===== src/hdl/spq_pkg.sv =====
package spq_pkg;

	localparam int QUEUE_DEPTH   = 16;
	localparam int PRIORITY_BITS = 8;

	localparam int VALUE_W  = 32;
	localparam int PRIO_IN_W = 8;
	localparam int STATUS_W = 2;
	localparam int OCC_W    = 5;
	localparam int IDX_W    = $clog2(QUEUE_DEPTH);
	localparam int CNT_W    = $clog2(QUEUE_DEPTH + 1);
	localparam int ENTRY_W  = VALUE_W + PRIORITY_BITS;

	localparam logic signed [VALUE_W-1:0] EMPTY_VALUE = -32'sd1;

	typedef logic [IDX_W-1:0]         idx_t;
	typedef logic [CNT_W-1:0]         cnt_t;
	typedef logic [PRIORITY_BITS-1:0] prio_t;

	typedef enum logic {
		KIND_INSERT = 1'b0,
		KIND_REMOVE = 1'b1
	} kind_t;

	typedef enum logic [STATUS_W-1:0] {
		ST_OK    = 2'd0,
		ST_EMPTY = 2'd1,
		ST_FULL  = 2'd2
	} status_t;

	typedef struct packed {
		kind_t                      kind;
		logic signed [VALUE_W-1:0]  value;
		logic [PRIO_IN_W-1:0]       priority_req;
	} req_t;

	typedef struct packed {
		status_t                    status;
		logic signed [VALUE_W-1:0]  removed_value;
		logic [OCC_W-1:0]           occupancy;
	} rsp_t;

	typedef struct packed {
		logic [VALUE_W-1:0] value;
		prio_t              prio;
	} entry_t;

	typedef enum logic [2:0] {
		S_IDLE,
		S_REM,
		S_INS,
		S_INS_HEAD,
		S_PUSH
	} state_t;

	// Map a position in service order to a slot of the circular store.
	function automatic idx_t phys(input idx_t head, input idx_t ofs);
		logic [IDX_W:0] sum;
		sum = {1'b0, head} + {1'b0, ofs};
		if (sum >= (IDX_W+1)'(QUEUE_DEPTH))
			sum = sum - (IDX_W+1)'(QUEUE_DEPTH);
		return sum[IDX_W-1:0];
	endfunction

endpackage


===== src/hdl/stable_priority_queue.sv =====
// Bounded priority queue, highest priority served first and equal priorities in
// arrival order. Entries sit in one circular memory in service order, so a
// remove reads the head and advances the head pointer, passing through the
// remove and push states on its way to the output register. An insert walks
// from the tail towards the head, moving each lower-priority entry one slot
// back through the single write port, one entry a cycle. An insert into an
// empty queue, a remove from an empty queue and an insert into a full one go
// straight to the push state. The push state repeats for as long as the
// output register holds a stalled result. One request is in progress at a
// time; the next is taken once the previous result has moved to the output
// register, which may still be waiting to be taken.
module stable_priority_queue (
	input  logic               clk,
	input  logic               arst_n,
	input  logic               req_valid,
	output logic               req_stall,
	input  spq_pkg::req_t      req,
	output logic               rsp_valid,
	input  logic               rsp_stall,
	output spq_pkg::rsp_t      rsp
);

	spq_pkg::state_t state_q, state_d;
	spq_pkg::cnt_t   count_q;
	spq_pkg::idx_t   head_q;
	spq_pkg::idx_t   pos_q;
	spq_pkg::entry_t new_q;
	spq_pkg::rsp_t   res_q;
	spq_pkg::rsp_t   out_q;
	logic            out_valid_q;

	logic            accept;
	logic            out_free;
	logic            is_remove;
	logic            is_empty;
	logic            is_full;
	logic            ins_stop;
	logic            at_head;
	spq_pkg::prio_t  req_prio;
	spq_pkg::idx_t   last_idx;
	spq_pkg::cnt_t   count_inc;
	spq_pkg::cnt_t   count_dec;

	logic                         wr_en;
	spq_pkg::idx_t                wr_addr;
	spq_pkg::entry_t              wr_data;
	logic                         rd_en;
	spq_pkg::idx_t                rd_addr;
	logic [spq_pkg::ENTRY_W-1:0]  rd_data;
	spq_pkg::entry_t              rd_entry;

	assign req_stall = (state_q != spq_pkg::S_IDLE);
	assign accept    = req_valid && !req_stall;
	assign out_free  = !out_valid_q || !rsp_stall;
	assign rsp_valid = out_valid_q;
	assign rsp       = out_q;

	assign is_remove = (req.kind == spq_pkg::KIND_REMOVE);
	assign is_empty  = (count_q == '0);
	assign is_full   = (count_q == spq_pkg::CNT_W'(spq_pkg::QUEUE_DEPTH));
	assign req_prio  = spq_pkg::PRIORITY_BITS'(req.priority_req);
	assign count_inc = count_q + spq_pkg::CNT_W'(1);
	assign count_dec = count_q - spq_pkg::CNT_W'(1);
	assign last_idx  = spq_pkg::IDX_W'(count_dec);

	assign rd_entry  = rd_data;
	assign ins_stop  = (rd_entry.prio >= new_q.prio);
	assign at_head   = (pos_q == '0);

	spq_ram #(
		.WIDTH (spq_pkg::ENTRY_W),
		.DEPTH (spq_pkg::QUEUE_DEPTH)
	) u_entries (
		.clk     (clk),
		.wr_en   (wr_en),
		.wr_addr (wr_addr),
		.wr_data (wr_data),
		.rd_en   (rd_en),
		.rd_addr (rd_addr),
		.rd_data (rd_data)
	);

	// next state
	always_comb begin
		state_d = state_q;
		case (state_q)
			spq_pkg::S_IDLE: begin
				if (accept) begin
					if (is_remove)
						state_d = is_empty ? spq_pkg::S_PUSH : spq_pkg::S_REM;
					else if (is_full || is_empty)
						state_d = spq_pkg::S_PUSH;
					else
						state_d = spq_pkg::S_INS;
				end
			end
			spq_pkg::S_REM:      state_d = spq_pkg::S_PUSH;
			spq_pkg::S_INS: begin
				if (ins_stop)
					state_d = spq_pkg::S_PUSH;
				else if (at_head)
					state_d = spq_pkg::S_INS_HEAD;
			end
			spq_pkg::S_INS_HEAD: state_d = spq_pkg::S_PUSH;
			spq_pkg::S_PUSH: begin
				if (out_free)
					state_d = spq_pkg::S_IDLE;
			end
			default:             state_d = spq_pkg::S_IDLE;
		endcase
	end

	// memory port control
	always_comb begin
		wr_en   = 1'b0;
		wr_addr = head_q;
		wr_data = new_q;
		rd_en   = 1'b0;
		rd_addr = head_q;
		case (state_q)
			spq_pkg::S_IDLE: begin
				if (accept && is_remove && !is_empty) begin
					rd_en   = 1'b1;
					rd_addr = head_q;
				end else if (accept && !is_remove && !is_full) begin
					if (is_empty) begin
						wr_en   = 1'b1;
						wr_addr = head_q;
						wr_data = '{value: req.value, prio: req_prio};
					end else begin
						rd_en   = 1'b1;
						rd_addr = spq_pkg::phys(head_q, last_idx);
					end
				end
			end
			spq_pkg::S_INS: begin
				// place the new entry behind this one, or move this one back a slot
				wr_en   = 1'b1;
				wr_addr = spq_pkg::phys(head_q, pos_q + spq_pkg::IDX_W'(1));
				wr_data = ins_stop ? new_q : rd_entry;
				if (!ins_stop && !at_head) begin
					rd_en   = 1'b1;
					rd_addr = spq_pkg::phys(head_q, pos_q - spq_pkg::IDX_W'(1));
				end
			end
			spq_pkg::S_INS_HEAD: begin
				wr_en   = 1'b1;
				wr_addr = head_q;
				wr_data = new_q;
			end
			default: begin
				wr_en = 1'b0;
				rd_en = 1'b0;
			end
		endcase
	end

	always_ff @(posedge clk or negedge arst_n) begin
		if (!arst_n) begin
			state_q     <= spq_pkg::S_IDLE;
			count_q     <= '0;
			head_q      <= '0;
			out_valid_q <= 1'b0;
		end else begin
			state_q <= state_d;
			case (state_q)
				spq_pkg::S_IDLE: begin
					if (accept && !is_remove && is_empty)
						count_q <= count_inc;
				end
				spq_pkg::S_REM: begin
					count_q <= count_dec;
					head_q  <= spq_pkg::phys(head_q, spq_pkg::IDX_W'(1));
				end
				spq_pkg::S_INS: begin
					if (ins_stop)
						count_q <= count_inc;
				end
				spq_pkg::S_INS_HEAD: count_q <= count_inc;
				default: begin
					count_q <= count_q;
				end
			endcase
			if (state_q == spq_pkg::S_PUSH && out_free)
				out_valid_q <= 1'b1;
			else if (out_valid_q && !rsp_stall)
				out_valid_q <= 1'b0;
		end
	end

	always_ff @(posedge clk) begin
		case (state_q)
			spq_pkg::S_IDLE: begin
				if (accept) begin
					new_q <= '{value: req.value, prio: req_prio};
					pos_q <= last_idx;
					if (is_remove)
						res_q <= '{status: spq_pkg::ST_EMPTY,
							removed_value: spq_pkg::EMPTY_VALUE,
							occupancy: spq_pkg::OCC_W'(count_q)};
					else if (is_full)
						res_q <= '{status: spq_pkg::ST_FULL, removed_value: '0,
							occupancy: spq_pkg::OCC_W'(count_q)};
					else
						res_q <= '{status: spq_pkg::ST_OK, removed_value: '0,
							occupancy: spq_pkg::OCC_W'(count_inc)};
				end
			end
			spq_pkg::S_REM: begin
				res_q <= '{status: spq_pkg::ST_OK, removed_value: rd_entry.value,
					occupancy: spq_pkg::OCC_W'(count_dec)};
			end
			spq_pkg::S_INS: begin
				if (!ins_stop && !at_head)
					pos_q <= pos_q - spq_pkg::IDX_W'(1);
			end
			spq_pkg::S_PUSH: begin
				if (out_free)
					out_q <= res_q;
			end
			default: begin
				pos_q <= pos_q;
			end
		endcase
	end

	a_count_bound: assert property (@(posedge clk) disable iff (!arst_n)
		count_q <= spq_pkg::CNT_W'(spq_pkg::QUEUE_DEPTH))
		else $error("entry count beyond queue depth");

	a_port_clash: assert property (@(posedge clk) disable iff (!arst_n)
		!(wr_en && rd_en && wr_addr == rd_addr))
		else $error("read and write of the same slot in one cycle");

	a_remove_count: assert property (@(posedge clk) disable iff (!arst_n)
		state_q == spq_pkg::S_REM |=> count_q == ($past(count_q) - spq_pkg::CNT_W'(1)))
		else $error("remove did not drop the entry count");

	a_push_lands: assert property (@(posedge clk) disable iff (!arst_n)
		(state_q == spq_pkg::S_PUSH && out_free) |=>
			(rsp_valid && state_q == spq_pkg::S_IDLE))
		else $error("result not moved to the output register");

	a_busy_stall: assert property (@(posedge clk) disable iff (!arst_n)
		(accept && !is_remove && !is_full && !is_empty) |=>
			(req_stall && state_q == spq_pkg::S_INS))
		else $error("insert walk not started");

endmodule


===== src/hdl/spq_ram.sv =====
module spq_ram #(
	parameter int WIDTH = 8,
	parameter int DEPTH = 16
) (
	input  logic                     clk,
	input  logic                     wr_en,
	input  logic [$clog2(DEPTH)-1:0] wr_addr,
	input  logic [WIDTH-1:0]         wr_data,
	input  logic                     rd_en,
	input  logic [$clog2(DEPTH)-1:0] rd_addr,
	output logic [WIDTH-1:0]         rd_data
);

	logic [WIDTH-1:0] mem [DEPTH];

	always_ff @(posedge clk) begin
		if (wr_en)
			mem[wr_addr] <= wr_data;
		if (rd_en)
			rd_data <= mem[rd_addr];
	end

endmodule


===== config.mk =====
export PLATFORM = sky130hd
export DESIGN_NAME = stable_priority_queue
export DESIGN_NICKNAME = d
export VERILOG_FILES = /design/src/hdl/spq_pkg.sv /design/src/hdl/stable_priority_queue.sv /design/src/hdl/spq_ram.sv
export SDC_FILE = /design/constraint.sdc
export NUM_CORES = 1
export LEC_CHECK = 0
export ABC_AREA = 1
export BUFFER_PORTS_ARGS = -buffer_cell sky130_fd_sc_hd__buf_2
export CAP_MARGIN = 20
export CORE_MARGIN = 2
export CORE_UTILIZATION = 50
export CTS_CLUSTER_SIZE = 20
export DETAILED_ROUTE_END_ITERATION = 10
export GPL_TIMING_DRIVEN = 0
export PLACE_DENSITY = 0.62
export RECOVER_POWER = 50
export SYNTH_ARGS = -nofsm -noshare
export SYNTH_HDL_FRONTEND = slang
export SYNTH_SLANG_ARGS = --single-unit

===== constraint.sdc =====
create_clock -name clk -period 6.58 [get_ports clk]
set_input_delay 1.316 -clock clk [delete_from_list [all_inputs] [get_ports clk]]
set_output_delay 1.316 -clock clk [all_outputs]
set_load 0.01 [all_outputs]

==> flow_summary.json, run 1 <==
{
  "rows": 97,
  "fin_crit_sh": 0.8506,
  "grt_max_degree": 40,
  "timing.rr.start": "count_q[0]",
  "first_pass_iters": 6,
  "grt_pass1_vias": 23358,
  "max_slew_margin": -0.7957,
  "synth_edf_count": 802,
  "drc": 0,
  "num-nets-final": 3413,
  "die_h_um": 269.8,
  "drive_gt1_frac": 0.08390,
  "die_w_um": 269.8,
  "cts_tree": "done",
  "gr-total-overflow": 0,
  "clk_latency_ns": 0.64,
  "avgSynthCellArea_um2": 11.31,
  "area_growth_syn_to_layout_pct": 13.40,
  "cts-root-buf": "clkbuf_16",
  "yosys-top-cells-area": "edfxtp_1 68%, nand3_1 8.8%, nand2_1 7.9%, inv_1 4.3%, nand3b_1 2.5%",
  "rsz0062_at_grt": "no",
  "coreArea_um2": 70030,
  "synth_flop_cell": "edfxtp_1",
  "final.min_clock_period_ns": 5.597,
  "synth_area_um2": 35340,
  "end_kind": "flip-flop",
  "finalMaxSlewViolations": 318,
  "vias_per_cell": 5.623,
  "via_count": 24464,
  "critical_path.max_fanout": 21,
  "worstMarginPinSlew_ns": 2.684,
  "post_cts_buffers": 0,
  "r2r-end": "u_entries.mem[11][38]",
  "drv_cap": 16,
  "nFillCells": 5824,
  "async_reset_ff_frac": 0.01595,
  "ys_seq_area_frac": 0.6908,
  "critPathArrivalTime_ns": 5.91,
  "fin_util": 0.5722,
  "final_area_um2": 40070,
  "min_from": "res_q[5]",
  "hold_end": "rsp[5]",
  "yosysWarnings": 0,
  "cts.sinks": 815,
  "fin_worst_skew_ns": 0.02668,
  "grt_usage": 0.2769,
  "gp_congestion": 0.9515,
  "yosysTopAreaCell": "edfxtp_1",
  "grt_pass1_wl_um": 147500,
  "worstSetupStartpointType": "flip-flop",
  "clock_path_buffers": 3,
  "antenna_found_initial": 3,
  "rrSetupSlack_ns": 0.98,
  "drt-initial-drc-count": 2698,
  "cts_max_level": 3,
  "setup_viol": 0,
  "path_clk_slew_ns": 0.06,
  "violations": "max-capacitance violations, max-slew violations",
  "hold_viol": 0,
  "yosys-top-cells-count": "802 x edfxtp_1, 745 x nand2_1, 623 x nand3_1",
  "yosys.area.top_type_share": 0.6816,
  "worstSetupPathType": "flip-flop to flip-flop",
  "syn_inst": 3124,
  "placed_area_um2": 38090,
  "hold_buffers": 0,
  "final-seq-area_um2": 24410,
  "ctsResizeCount": 0,
  "hold_class": "flip-flop to flip-flop",
  "synth_most_common_cell": "edfxtp_1",
  "syn_nets": 3194,
  "synth_seq_cells": 815,
  "ff2ff_path_depth": 10,
  "fmaxAchievable_mhz": 178.7,
  "drt_wl_total_um": 101300,
  "outcome": "complete, but fails checks",
  "dieArea_um2": 72810,
  "initial_core_util": 0.5046,
  "port_buffers": 85,
  "wl_per_cell_um": 23.28,
  "cts_buffers": 84,
  "postRouteAntennaNets": 0,
  "hpwl_um": 68360,
  "ioPinCount": 86,
  "cp_data_required_time_ns": 6.89,
  "multi_input_area_um2": 8574,
  "synth_cell_types": 36,
  "hold_depth": 0
}
## layout by cell type, fill, tap and decap left out, types with 26 or more instances in the layout
| master | count |
|---|---|
| clkbuf_1 | 188 |
| nand3_1 | 623 |
| o221ai_1 | 34 |
| nand3b_1 | 120 |
| nand2_1 | 746 |
| buf_2 | 89 |
| inv_1 | 402 |
| edfxtp_1 | 802 |
| clkbuf_16 | 86 |
| nor2_1 | 29 |
| nand4_1 | 26 |
| o21ai_0 | 38 |
## sequential cells by signal, indices dropped and copies added (netlist names)
signal and flops:
u_entries.mem 640, rsp_valid 1, count_q 5, pos_q 4, state_q 3, res_q 39, rsp 39, new_q 40
u_entries.rd_data 40, head_q 4
## how the worst max path moves through the flow
stage	from	to
final	count_q[0]	u_entries.mem[11][38]
after global routing	state_q[2]	u_entries.mem[12][31]
after CTS	count_q[0]	u_entries.mem[8][29]
after detailed placement	req[40]	u_entries.mem[8][29]
after global placement	req[40]	u_entries.mem[10][31]
after floorplan	req[40]	u_entries.mem[12][0]
## critical path: stages (launching register included)
cell	delay, ns
dfrtp_1	0.41
inv_1	0.25
ha_1	0.20
nand2_1	0.11
nor2_1	0.61
nand3_1	0.77
o21ai_0	0.57
nand3_1	0.47
nor2_1	0.22
clkbuf_1	1.30
buf_12	0.30
## through the flow
step	setup TNS (ns)	cells	hold slack [ns]	setup WS (ns)
after CTS	0	4349	0.4152	1.750
final	0	4351	0.4128	0.9830
after global routing	0	4349	0.4169	0.6980
after detailed placement	0	4197	0.4045	1.328
after global placement	-422.00	4149	0.4049	-1.029
after floorplan	0	3124	0.4003	2.130
## layout make-up
type	instances	area share
antenna	2	0.0001249
buffer	184	0.02361
clock buffer	106	0.05583
clock inverter	46	0.008775
inverter	409	0.03838
multi-input combinational	1716	0.2140
sequential	815	0.6092
tap	940	0.02935
timing repair buffer	133	0.02077
## layer usage
layer	wire, µm	GRT usage
met3	9939	0.06472
met5	0	0
met4	4445	0.1168
met2	45400	0.4280
met1	41490	0.3784
## kinds of logic after synthesis
kind of cell    count (synthesis)  synth area share
flops                         815            0.6908
fa+ha+maj                      25          0.009490
buf+inv                       593           0.07032
simple gates                 1568            0.2047
xor+xnor                       20          0.004957
compound gates                103           0.01976
Power of run 1 is not shown: default switching activity piles up to over one toggle a cycle in this logic, so the estimate is an artifact.
==> run 2, diff against run 1 <==
Settings changed: ABC_AREA 1 to unset, RECOVER_POWER 50 to 100.
==> run 2 against run 1 <==
- the run still ends with max-capacitance violations, max-slew violations left
- worst hold slack gained 0.0041 ns
- global-route usage shrank 4.1 points
- register-to-register slack lost 0.13 ns
- non-clock buffer count shrank 115
- final cell count shrank 39%
- setup slack lost 0.13 ns
- sequential share of layout area grew 6.3 points
- fmax shrank 2.3%
- count of clock-buffer cells in the layout shrank 1
- flip-flop and latch count is the same
- first-iteration DRC count shrank 38%
- clock skew shrank 0.0040 ns
- critical path type unchanged
==> flow_summary.json, run 2 <==
{
  "antenna_found_initial": 1,
  "cts_buffers": 84,
  "yosys-top-cells-count": "802 x edfxtp_1, 160 x mux4_2, 124 x mux2i_1",
  "gp_congestion": 0.8382,
  "drt-initial-drc-count": 1678,
  "cts.sinks": 815,
  "cellPowerDensity_nw_per_um2": 583.1,
  "dieArea_um2": 65970,
  "clock_path_buffers": 3,
  "p_leak_uw": 0.01206,
  "postRouteAntennaNets": 0,
  "hold_class": "flip-flop to flip-flop",
  "layout_commonest_cell": "edfxtp_1",
  "hpwl_um": 47970,
  "die_h_um": 256.9,
  "final.min_clock_period_ns": 5.728,
  "grt_pass1_vias": 16338,
  "rows": 92,
  "most-common-layout-cells": "802 x edfxtp_1, 176 x clkbuf_1, 160 x mux4_2",
  "fin_ws_ns": 0.8524,
  "yosysWarnings": 0,
  "largestRegisters": "u_entries.mem: 640 flops, new_q: 40 flops, u_entries.rd_data: 40 flops",
  "pre_cts_slack_ns": 1.611,
  "grtUsageMet3": 0.04186,
  "nFillCells": 4720,
  "finalSetupTns_ns": 0,
  "hold_buffers": 0,
  "initial_core_util": 0.5059,
  "gr-total-overflow": 0,
  "final-seq-area_um2": 24410,
  "ioPinCount": 86,
  "grt_max_degree": 28,
  "finalMaxSlewViolations": 283,
  "worstSetupStartpointType": "flip-flop",
  "area_growth_syn_to_layout_pct": 13.55,
  "wl_per_cell_um": 28.69,
  "critical_path.max_fanout": 15,
  "grt_pass1_wl_um": 111600,
  "grt.busiest_layer": "met2",
  "path_clk_slew_ns": 0.06,
  "synth_seq_cells": 815,
  "port_buffers": 85,
  "p_comb_frac": 0.426,
  "hold_viol": 0,
  "cts_tree": "done",
  "synth_edf_count": 802,
  "total_power_uw": 21170,
  "die_w_um": 256.9,
  "synth_flop_cell": "edfxtp_1",
  "fmaxAchievable_mhz": 174.6,
  "synth_cell_types": 53,
  "cts_max_level": 3,
  "max_slew_margin": -0.5195,
  "vias_per_cell": 5.964,
  "synth_most_common_cell": "edfxtp_1",
  "async_reset_ff_frac": 0.01595,
  "clk_latency_ns": 0.62,
  "end_kind": "flip-flop",
  "ys_seq_area_frac": 0.7635,
  "outcome": "complete, but fails checks",
  "rrSetupSlack_ns": 0.85,
  "yosysTopAreaCell": "edfxtp_1",
  "multi_input_area_um2": 7076,
  "cp_data_required_time_ns": 6.81,
  "avgSynthCellArea_um2": 20.58,
  "ctsResizeCount": 0,
  "syn_inst": 1553,
  "grtUsageMet2": 0.3859,
  "clkPwrFrac": 0.207,
  "drv_cap": 19,
  "post_cts_buffers": 0,
  "power.internal_uw": 13730,
  "synth_area_um2": 31970,
  "swShare": 0.3515,
  "drc": 0,
  "fin_util": 0.5744,
  "first_pass_iters": 5,
  "violations": "max-capacitance violations, max-slew violations",
  "pwr-share-seq": 0.368,
  "fin_worst_skew_ns": 0.02270,
  "antenna_cells": 0,
  "irDropWorstVdd_mv": 0.3346,
  "drive_gt1_frac": 0.1744,
  "top_register": "u_entries.mem",
  "switching_power_uw": 7439,
  "largest_reg_flops": 640,
  "syn_nets": 1623,
  "worstMarginPinSlew_ns": 2.279,
  "num-nets-final": 1832,
  "yosys-top-cells-area": "edfxtp_1 75%, mux4_2 11%, mux2i_1 3.9%, nand2_1 1.2%, dfrtp_1 1.0%",
  "yosys.area.top_type_share": 0.7533,
  "rsz0062_at_grt": "no",
  "cts-root-buf": "clkbuf_16",
  "worstSetupPathType": "flip-flop to flip-flop",
  "setup_viol": 0,
  "via_count": 15918,
  "gr-usage-met1": 0.3319,
  "grt_usage": 0.2363,
  "coreArea_um2": 63200,
  "critPathArrivalTime_ns": 5.96,
  "fin_crit_sh": 0.8704,
  "drt_wl_total_um": 76580
}
[run 2: cell count changes after synthesis, moves of 23 or more]
cell / delta
a21o_1: +35
a22oi_1: +40
buf_2: -83
inv_1: -383
mux2i_1: +124
mux4_2: +160
nand2_1: -639
nand3_1: -617
nand3b_1: -119
nand4_1: -23
o21ai_0: -30
o221ai_1: -42
[run 2: path summary, 6_finish.rpt]
kind	startpoint	end	cells after the start
worst max-delay path	state_q[1]	u_entries.mem[10][1]	9
worst min-delay path	res_q[4]	rsp[4]	0
worst max register to register	state_q[1]	u_entries.mem[10][1]	9
worst min register to register	res_q[4]	rsp[4]	0
max in group asynchronous	arst_n	count_q[3]	1
min in group asynchronous	arst_n	count_q[0]	1
[run 2: worst max-delay path, stage by stage, from the launching register on]
cell,delay [ns]
dfrtp_1,0.32
clkbuf_1,0.46
clkinv_1,0.45
nor3_1,0.67
clkbuf_1,0.45
nand2_1,0.09
o21ai_0,0.23
nand2b_1,0.23
nor2_1,1.45
clkbuf_1,0.96
[run 2: layout make-up]
cell class	instances	area share
clock buffers	105	0.06184
repair buffers	123	0.02158
inverters	20	0.002068
plain buffers	79	0.01113
flip-flops and latches	815	0.6724
well taps	846	0.02916
multi-input cells	639	0.1949
clock inverters	42	0.006894
[run 2: stage by stage]
| step | hold WS (ns) | std cells | instance area, µm² |
|---|---|---|---|
| finish | 0.4169 | 2669 | 36300 |
| global route | 0.4262 | 2669 | 36300 |
| CTS | 0.4179 | 2668 | 36960 |
| detailed placement | 0.4045 | 2521 | 34470 |
| global placement | 0.4014 | 2484 | 33450 |
| floorplan | 0.4003 | 1553 | 31970 |
[run 2: cell families (layout without fill, tap and decap cells)]
| kind of cell | count (synthesis) | after routing | share of synthesized area |
|---|---|---|---|
| AOI/OAI and AO/OA | 120 | 120 | 0.02708 |
| xor gates and xnor gates | 25 | 25 | 0.006849 |
| adders and majority gates | 25 | 25 | 0.01049 |
| buffers and inverters | 99 | 369 | 0.01515 |
| DFF | 815 | 815 | 0.7635 |
| muxes | 285 | 285 | 0.1519 |
| and+or+nand+nor | 184 | 184 | 0.02501 |
[run 2: power groups by stage]
| stage | combinational [µW] | sequential, µW | clock [µW] |
|---|---|---|---|
| 3_3_place_gp | 8830 | 7950 | 0 |
| 4_1_cts | 9340 | 7750 | 4440 |
| 6_report | 9010 | 7780 | 4370 |
| 3_5_place_dp | 9320 | 7860 | 0 |
| 2_1_floorplan | 6350 | 7770 | 0 |
| 5_1_grt | 9700 | 7850 | 4650 |
[run 2: layer usage]
layer  part of all wire  wire [µm]
met1               0.41      31680
met2               0.49      37470
met3              0.076       5824
met4              0.021       1609
met5                  0          0
Note: power is estimated with default switching activity, not from simulation.
==> run 3, diff against run 2 <==
Settings changed: REMOVE_ABC_BUFFERS set to 1.
==> run 3 against run 2 <==
- the flow still finishes with violations (max-capacitance violations, max-slew violations)
- flip-flop and latch count did not move
- register-to-register slack got worse by 0.27 ns
- sequential share of layout area decreased by 0.41 points
- cell area grew 0.62%
- first-iteration DRC count decreased by 2.3%
- setup slack lost 0.36 ns
- core utilization up 0.36 points
- routed wire length decreased by 4.5%
- critical endpoint is now u_entries.mem[6][26]
- largest power group unchanged
==> flow_summary.json, run 3 (synthesis gave the netlist of run 2 again) <==
{
  "p_leak_uw": 0.01219,
  "r2r-end": "res_q[10]",
  "num-nets-final": 1791,
  "rsz0062_at_grt": "no",
  "fin_crit_sh": 0.9252,
  "gr-total-overflow": 0,
  "cp_num_buf_inv": 4,
  "worst_path_max_delay_cell": "dlymetal6s2s_1",
  "clkPwrFrac": 0.209,
  "hold_class": "flip-flop to flip-flop",
  "post_cts_buffers": 0,
  "swShare": 0.3368,
  "die_w_um": 256.9,
  "grt_max_degree": 51,
  "max_slew_margin": -1.146,
  "cts-root-buf": "clkbuf_16",
  "drt-initial-drc-count": 1639,
  "path_delay_family": "simple AND/OR/NAND/NOR gates",
  "cts_max_level": 3,
  "postRouteAntennaNets": 0,
  "fin_ws_ns": 0.4924,
  "grt_usage": 0.2243,
  "grt_pass1_vias": 16163,
  "path_clk_slew_ns": 0.06,
  "met1Wirelength_um": 31060,
  "most-common-layout-cells": "802 x edfxtp_1, 160 x mux4_2, 124 x mux2i_1",
  "via_count": 15601,
  "ioPinCount": 86,
  "irDropWorstVdd_mv": 0.4162,
  "top_layer": "met4",
  "rows": 92,
  "antenna_cells": 0,
  "hold_end": "rsp[37]",
  "clk_latency_ns": 0.63,
  "final_cells": 2632,
  "ctsResizeCount": 0,
  "first_pass_iters": 7,
  "vias_per_cell": 5.927,
  "die_h_um": 256.9,
  "pwr-share-seq": 0.370,
  "wl_per_cell_um": 27.78,
  "clock_path_buffers": 3,
  "min_from": "res_q[37]",
  "drive_gt1_frac": 0.1915,
  "switching_power_uw": 7079,
  "hpwl_um": 43780,
  "worst_path_largest_cell_delay_ns": 1.24,
  "dieArea_um2": 65970,
  "met3_length_um": 5092,
  "fin_worst_skew_ns": 0.02220,
  "dp.cells": 2482,
  "largestRegisters": "u_entries.mem: 640 flops, new_q: 40 flops, u_entries.rd_data: 40 flops",
  "cts.sinks": 815,
  "gp_congestion": 0.7610,
  "hold_viol": 0,
  "initial_core_util": 0.5059,
  "drt_wl_total_um": 73120,
  "final.min_clock_period_ns": 6.088,
  "worstSetupStartpointType": "input pin",
  "setup_viol": 0,
  "port_buffers": 85,
  "power.internal_uw": 13940,
  "drv_cap": 22,
  "outcome": "complete, but fails checks",
  "cellPowerDensity_nw_per_um2": 575.5,
  "violations": "max-capacitance violations, max-slew violations",
  "critical_path.max_fanout": 20,
  "critPathArrivalTime_ns": 6.30,
  "worstSetupPathType": "input pin to flip-flop",
  "end_kind": "flip-flop",
  "wl_met2_um": 35710,
  "p_comb_frac": 0.422,
  "worstMarginPinSlew_ns": 3.201,
  "nFillCells": 4649,
  "fmaxAchievable_mhz": 164.3,
  "coreArea_um2": 63200,
  "crit_chain": "clkbuf_1 -> or4b_1 -> nor3_1 -> clkbuf_1 -> buf_8 -> a32oi_1 -> nor2_1 -> nand2_1 -> nor2_1 -> dlymetal6s2s_1",
  "pre_cts_slack_ns": 0.7837,
  "grt_pass1_wl_um": 106800,
  "hold_buffers": 0,
  "drc": 0,
  "cp_data_required_time_ns": 6.79,
  "top_register": "u_entries.mem",
  "largest_reg_flops": 640,
  "rrSetupSlack_ns": 0.58,
  "cts_buffers": 83,
  "cts_tree": "done",
  "finalMaxSlewViolations": 403,
  "ff2ff_path_depth": 6,
  "hold_depth": 0,
  "area_growth_syn_to_layout_pct": 14.25,
  "timing.rr.start": "state_q[1]",
  "antenna_found_initial": 0,
  "layout_commonest_cell": "edfxtp_1"
}
run 3: cell types whose count changed in the layout (fill, tap and decap cells not counted), moves of 2 or more:
cell | before | now
buf_6 | 11 | 2
buf_2 | 4 | 9
clkinv_2 | 21 | 17
buf_4 | 6 | 1
clkbuf_16 | 87 | 84
clkbuf_2 | 1 | 6
buf_16 | 4 | 12
clkinv_8 | 0 | 3
buf_12 | 13 | 15
buf_1 | 4 | 0
clkinv_1 | 17 | 20
clkbuf_1 | 176 | 120
buf_8 | 1 | 17
run 3: power groups by stage:
stage / combinational [µW] / clock (µW) / sequential [µW]
global placement: 6210 / 0 / 7880
finish: 8860 / 4380 / 7780
floorplan: 5670 / 0 / 7770
detailed placement: 9360 / 0 / 7840
CTS: 9410 / 4460 / 7740
global route: 9600 / 4660 / 7840
run 3: worst max path at each step:
stage          slack [ns]  cells past startpoint                  from               endpoint
2_1_floorplan       -4.33                      7             req_valid   u_entries.rd_data[0]
3_3_place_gp       -10.93                      6             req_valid   u_entries.mem[8][31]
6_report             0.49                     10             req_valid   u_entries.mem[6][26]
5_1_grt              0.34                     10             req_valid   u_entries.mem[6][17]
3_5_place_dp         0.78                     15             req_valid  u_entries.rd_data[34]
4_1_cts              1.00                     16  u_entries.rd_data[1]  u_entries.rd_data[34]
run 3: per-stage QoR:
step	area (µm²)	utilization	setup TNS [ns]	hold slack, ns	total power [µW]
floorplan	31560	-	-309.69	0.4003	13440
global route	36530	0.5780	0	0.4164	22110
detailed placement	34760	0.5500	0	0.4045	17200
CTS	37260	0.5896	0	0.4166	21610
global placement	33040	0.5229	-	0.4007	14090
finish	36530	0.5780	0	0.4125	21020
run 3: layout make-up:
type | instances | area (µm²) | area share
Clock inverter | 45 | 320.3 | 0.008770
Multi-Input combinational cell | 639 | 7106 | 0.1945
Inverter | 20 | 76.32 | 0.002090
Tap cell | 846 | 1059 | 0.02898
Timing Repair Buffer | 162 | 1375 | 0.03765
Sequential cell | 815 | 24410 | 0.6683
Clock buffer | 105 | 2181 | 0.05971
run 3: routing by layer:
| layer | global-route usage | up-vias |
|---|---|---|
| met1 | 0.3150 | 8286 |
| met5 | 0 | - |
| met2 | 0.3645 | 564 |
| met3 | 0.04147 | 74 |
| met4 | 0.06298 | 0 |
| li1 | - | 6677 |
